[config.mk]
export PLATFORM = sky130hd
export DESIGN_NAME = ris_sqrt
export DESIGN_NICKNAME = d
export VERILOG_FILES = /design/src/sv/ris_sqrt.sv
export SDC_FILE = /design/constraint.sdc
export NUM_CORES = 2
export LEC_CHECK = 0
export BUFFER_PORTS_ARGS = -buffer_cell sky130_fd_sc_hd__buf_2
export CAP_MARGIN = 25
export CORE_ASPECT_RATIO = 1.4
export CORE_MARGIN = 10
export CORE_UTILIZATION = 62
export DETAILED_ROUTE_END_ITERATION = 8
export PLACE_DENSITY = 0.78
export SYNTH_ARGS = -nofsm -noshare
export SYNTH_HDL_FRONTEND = slang
export SYNTH_MEMORY_MAX_BITS = 65536
export SYNTH_SLANG_ARGS = --single-unit
[constraint.sdc]
create_clock -name clk -period 3.8 [get_ports clk]
set_input_delay 0 -clock clk [delete_from_list [all_inputs] [get_ports clk]]
set_output_delay 0 -clock clk [all_outputs]
set_load 0.01 [all_outputs]
[src/sv/ris_sqrt.sv]
// Pipelined integer square root, one result bit per stage, with a side payload.
module ris_sqrt #(
    parameter int IN_W  = 68,
    parameter int PAY_W = 8
) (
    input  logic              clk,
    input  logic              rst_n,
    input  logic              in_vld,
    input  logic [IN_W-1:0]   radicand,
    input  logic [PAY_W-1:0]  in_pay,
    output logic              out_vld,
    output logic [IN_W/2-1:0] root,
    output logic [PAY_W-1:0]  out_pay
);

    localparam int OUT_W = IN_W / 2;
    localparam int REM_W = OUT_W + 2;

    logic [IN_W-1:0]  rad_reg  [OUT_W];
    logic [REM_W-1:0] rem_reg  [OUT_W];
    logic [OUT_W-1:0] root_reg [OUT_W];
    logic [PAY_W-1:0] pay_reg  [OUT_W];
    logic             vld_reg  [OUT_W];

    for (genvar k = 0; k < OUT_W; k++)
    begin : g_stage
        logic [IN_W-1:0]  rad_in;
        logic [REM_W-1:0] rem_in;
        logic [OUT_W-1:0] root_in;
        logic [PAY_W-1:0] pay_in;
        logic             vld_in;
        logic [REM_W-1:0] cur;
        logic [REM_W-1:0] trial;
        logic [REM_W-1:0] rem_next;
        logic [OUT_W-1:0] root_next;

        if (k == 0)
        begin : g_first
            assign rad_in  = radicand;
            assign rem_in  = '0;
            assign root_in = '0;
            assign pay_in  = in_pay;
            assign vld_in  = in_vld;
        end
        else
        begin : g_next
            assign rad_in  = rad_reg[k-1];
            assign rem_in  = rem_reg[k-1];
            assign root_in = root_reg[k-1];
            assign pay_in  = pay_reg[k-1];
            assign vld_in  = vld_reg[k-1];
        end

        always_comb
        begin
            cur   = {rem_in[REM_W-3:0], rad_in[IN_W-1:IN_W-2]};
            trial = {root_in, 2'b01};
            if (cur >= trial)
            begin
                rem_next  = cur - trial;
                root_next = {root_in[OUT_W-2:0], 1'b1};
            end
            else
            begin
                rem_next  = cur;
                root_next = {root_in[OUT_W-2:0], 1'b0};
            end
        end

        always_ff @(posedge clk or negedge rst_n)
        begin
            if (!rst_n)
            begin
                vld_reg[k] <= 1'b0;
            end
            else
            begin
                vld_reg[k] <= vld_in;
            end
        end

        always_ff @(posedge clk)
        begin
            rad_reg[k]  <= {rad_in[IN_W-3:0], 2'b00};
            rem_reg[k]  <= rem_next;
            root_reg[k] <= root_next;
            pay_reg[k]  <= pay_in;
        end
    end

    assign out_vld = vld_reg[OUT_W-1];
    assign root    = root_reg[OUT_W-1];
    assign out_pay = pay_reg[OUT_W-1];

endmodule

==> impl_metrics.env <==
export IMPL_outcome="complete, no violations"
export IMPL_arrival_ns=4.48
export IMPL_clk_pin_slew_worst_paths_ns=0.07
export IMPL_root_buffer="clkbuf_16"
export IMPL_setup_viol=0
export IMPL_max_stage_delay_ns=0.54
export IMPL_antenna_left=0
export IMPL_ir_worst_vdd_v=0.0005741
export IMPL_drive_gt1_frac=0.08392
export IMPL_p_leak_uw=0.05837
export IMPL_final_common_cell="dfxtp_1"
export IMPL_syn_num_nets=11050
export IMPL_powerDensity_nw_per_um2=683.9
export IMPL_post_cts_setup_buffers=0
export IMPL_cts_sinks=3094
export IMPL_cap_violations=0
export IMPL_ys_ff_latch=3094
export IMPL_drtPass1Iterations=6
export IMPL_cts_buffers=289
export IMPL_fmax_mhz=270.5
export IMPL_instances_no_fill=13320
export IMPL_worstSetupEndpointType="register"
export IMPL_critPathKind="register to register"
export IMPL_ys_warnings_count=0
export IMPL_via_count=73240
export IMPL_path_max_fanout=6
export IMPL_grt_antenna_before_repair=12
export IMPL_crit_path_start_kind="register"
export IMPL_drc=0
export IMPL_dp_cells=12670
export IMPL_critPathMostFrequentCell="nand2_1"
export IMPL_holdCritPathClass="primary input to async pin"
export IMPL_drv_slew=0
export IMPL_ios=122
export IMPL_initial_core_util=0.6231
export IMPL_seq_area_frac_synth=0.5739
export IMPL_rows=181
export IMPL_cts_max_level=5
export IMPL_grt_overflow=0
export IMPL_cpMaxStageDelayCell="a2111oi_1"
export IMPL_clkLatencyLatePin_ns=0.94
export IMPL_synthArstFlopShare=0.01099
export IMPL_drt_wl_total_um=242900
export IMPL_crit_chain="inv_1 -> ha_1 -> a211oi_1 -> nand2_1 -> a2111oi_1 -> nand4_1 -> nand2_1 -> o21ai_0 -> o21a_1 -> a2111oi_0 -> buf_4 -> nand4b_1 -> xnor2_1"
export IMPL_synth_edf_count=0
export IMPL_timing_hold_ws_ns=0.1299
export IMPL_finalHoldViolCount=0
export IMPL_layout_common_cells="dfxtp_1, inv_1, nand2_1, ha_1, a21oi_1"
export IMPL_area_growth_pct=13.94
export IMPL_period_share=0.9730
export IMPL_viasPerCell=5.499
export IMPL_clock_skew_ns=0.07074
export IMPL_syn_area_um2=108200
export IMPL_slew_headroom=0.4584
export IMPL_synth_distinct_cells=95
export IMPL_grt_pass1_wl_um=385800
export IMPL_grt_pass1_vias=75440
export IMPL_fin_tns_setup_ns=0
export IMPL_wire_per_inst_um=18.24
export IMPL_die_area_um2=191900
export IMPL_final_nets=11540
export IMPL_synthCells=10340
export IMPL_fp_dieH_um=514.4
export IMPL_largest_register_ffs=1122
export IMPL_dp_hpwl_um=177700
export IMPL_synthFlopType="dfxtp_1"
export IMPL_design_core_area_um2=173700
export IMPL_layout_min_cycle_time_ns=3.697
export IMPL_crit_required_ns=4.59
export IMPL_cts_buffer_depth=4
export IMPL_worstMarginPinSlew_ns=0.8011
export IMPL_track_usage=0.2473
export IMPL_grt_max_degree=50
export IMPL_gp_congestion=0.9708
export IMPL_drt_initial_drc_count=4007
export IMPL_reg2reg_depth=13
export IMPL_cts_tree="done"
export IMPL_port_buffers=121
export IMPL_syn_avg_cell_area_um2=10.46
export IMPL_dieWidth_um=373.1
[final timing paths]
kind                                       to  slack [ns]             from
hold reg to reg               rad_reg[15][65]        0.28  rad_reg[14][63]
setup reg to reg              rem_reg[22][33]        0.10  root_reg[21][8]
hold / removal             g_stage[16].vld_in        0.13            rst_n
min in group clk               rad_reg[0][30]        0.22     radicand[30]
max in group asynchronous   g_stage[1].vld_in        3.48            rst_n
setup / recovery              rem_reg[22][33]        0.10  root_reg[21][8]
[where the power goes]
group	switching, uW	internal, uW
Clock	11800	16900
Sequential	3950	37500
Combinational	7880	6240
Total	23700	60700
[metal layers]
layer  wire [um]  vias up  track usage
met5          40        -            0
met2      127400     1927       0.4707
met4       20640        6       0.1911
met1       85480    34210       0.2345
li1            -    36220            -
met3        9393      882      0.04026
[synth_stat cells (35+ instances only)]
cell | n | area, um^2
nor2_1 | 603 | 2263
mux2_2 | 81 | 912.1
or4_1 | 55 | 412.9
a211oi_1 | 53 | 397.9
or2_2 | 50 | 312.8
a21o_1 | 291 | 2185
o21bai_1 | 50 | 375.4
and3_1 | 70 | 437.9
ha_1 | 631 | 7895
nand3_1 | 168 | 840.8
dfxtp_1 | 3060 | 61260
o211ai_1 | 37 | 277.8
and2_1 | 35 | 219.0
nand2b_1 | 127 | 794.5
o21ai_0 | 542 | 2713
nor4_1 | 133 | 832.1
o21a_1 | 120 | 900.9
nor3_1 | 261 | 1306
or3_1 | 94 | 588.1
inv_1 | 785 | 2947
nand2_1 | 654 | 2455
xor2_1 | 472 | 4134
a31oi_1 | 45 | 281.5
xnor2_1 | 438 | 3836
o31ai_1 | 46 | 345.3
nand4_1 | 111 | 694.4
nor2b_1 | 96 | 600.6
a21oi_1 | 615 | 3078
clkbuf_1 | 189 | 709.4
[logic make-up after synthesis]
logic type,count (synthesis),share of synthesized area
adder cells (fa/ha/maj),631,0.07295
AO/OA/AOI/OAI,2041,0.1170
buffers and inverters,1007,0.03542
AND/OR/NAND/NOR,2572,0.1180
multiplexers,87,0.008982
other,1,0.00003465
XOR/XNOR,911,0.07379
flip-flops,3094,0.5739
[final cells by class]
type | instances | area, um^2
flip-flops and latches | 3094 | 62110
diodes | 9 | 22.52
clock buffers | 375 | 8077
inverters | 786 | 2950
repair buffers | 414 | 3373
fillers | 12590 | 50380
multi-input cells | 6244 | 42480
clock inverters | 110 | 1448
well taps | 2287 | 2861
[through the flow]
stage / worst slack, ns / util / instance area [um^2] / total power [uW]
3_5_place_dp: 0.1083 / 0.6454 / 112100 / 55770
5_1_grt: -0.004582 / 0.7099 / 123300 / 88130
6_report: 0.1027 / 0.7100 / 123300 / 84340
3_3_place_gp: 0.08268 / 0.6454 / 112100 / 55320
4_1_cts: 0.06554 / 0.7093 / 123200 / 84750
2_1_floorplan: 0.3005 / - / 108200 / 50880
[critical path, delay by kind of cell (launching register included)]
family / cells / cell delay, ns
AO/OA/AOI/OAI: 5 / 1.71
AND/OR/NAND/NOR: 4 / 0.66
XOR/XNOR: 1 / 0.14
buffers and inverters: 2 / 0.28
flip-flops: 1 / 0.39
adder cells (fa/ha/maj): 1 / 0.37
[what timing repair did]
action | 4_1_cts | 5_1_grt
endpoints found under the hold margin | 112 | 0
gates resized for setup | 0 | 22
hold buffers | 158 | 0
endpoints found under the setup margin | 0 | 116
No activity file was read; power rests on OpenSTA's default activity.
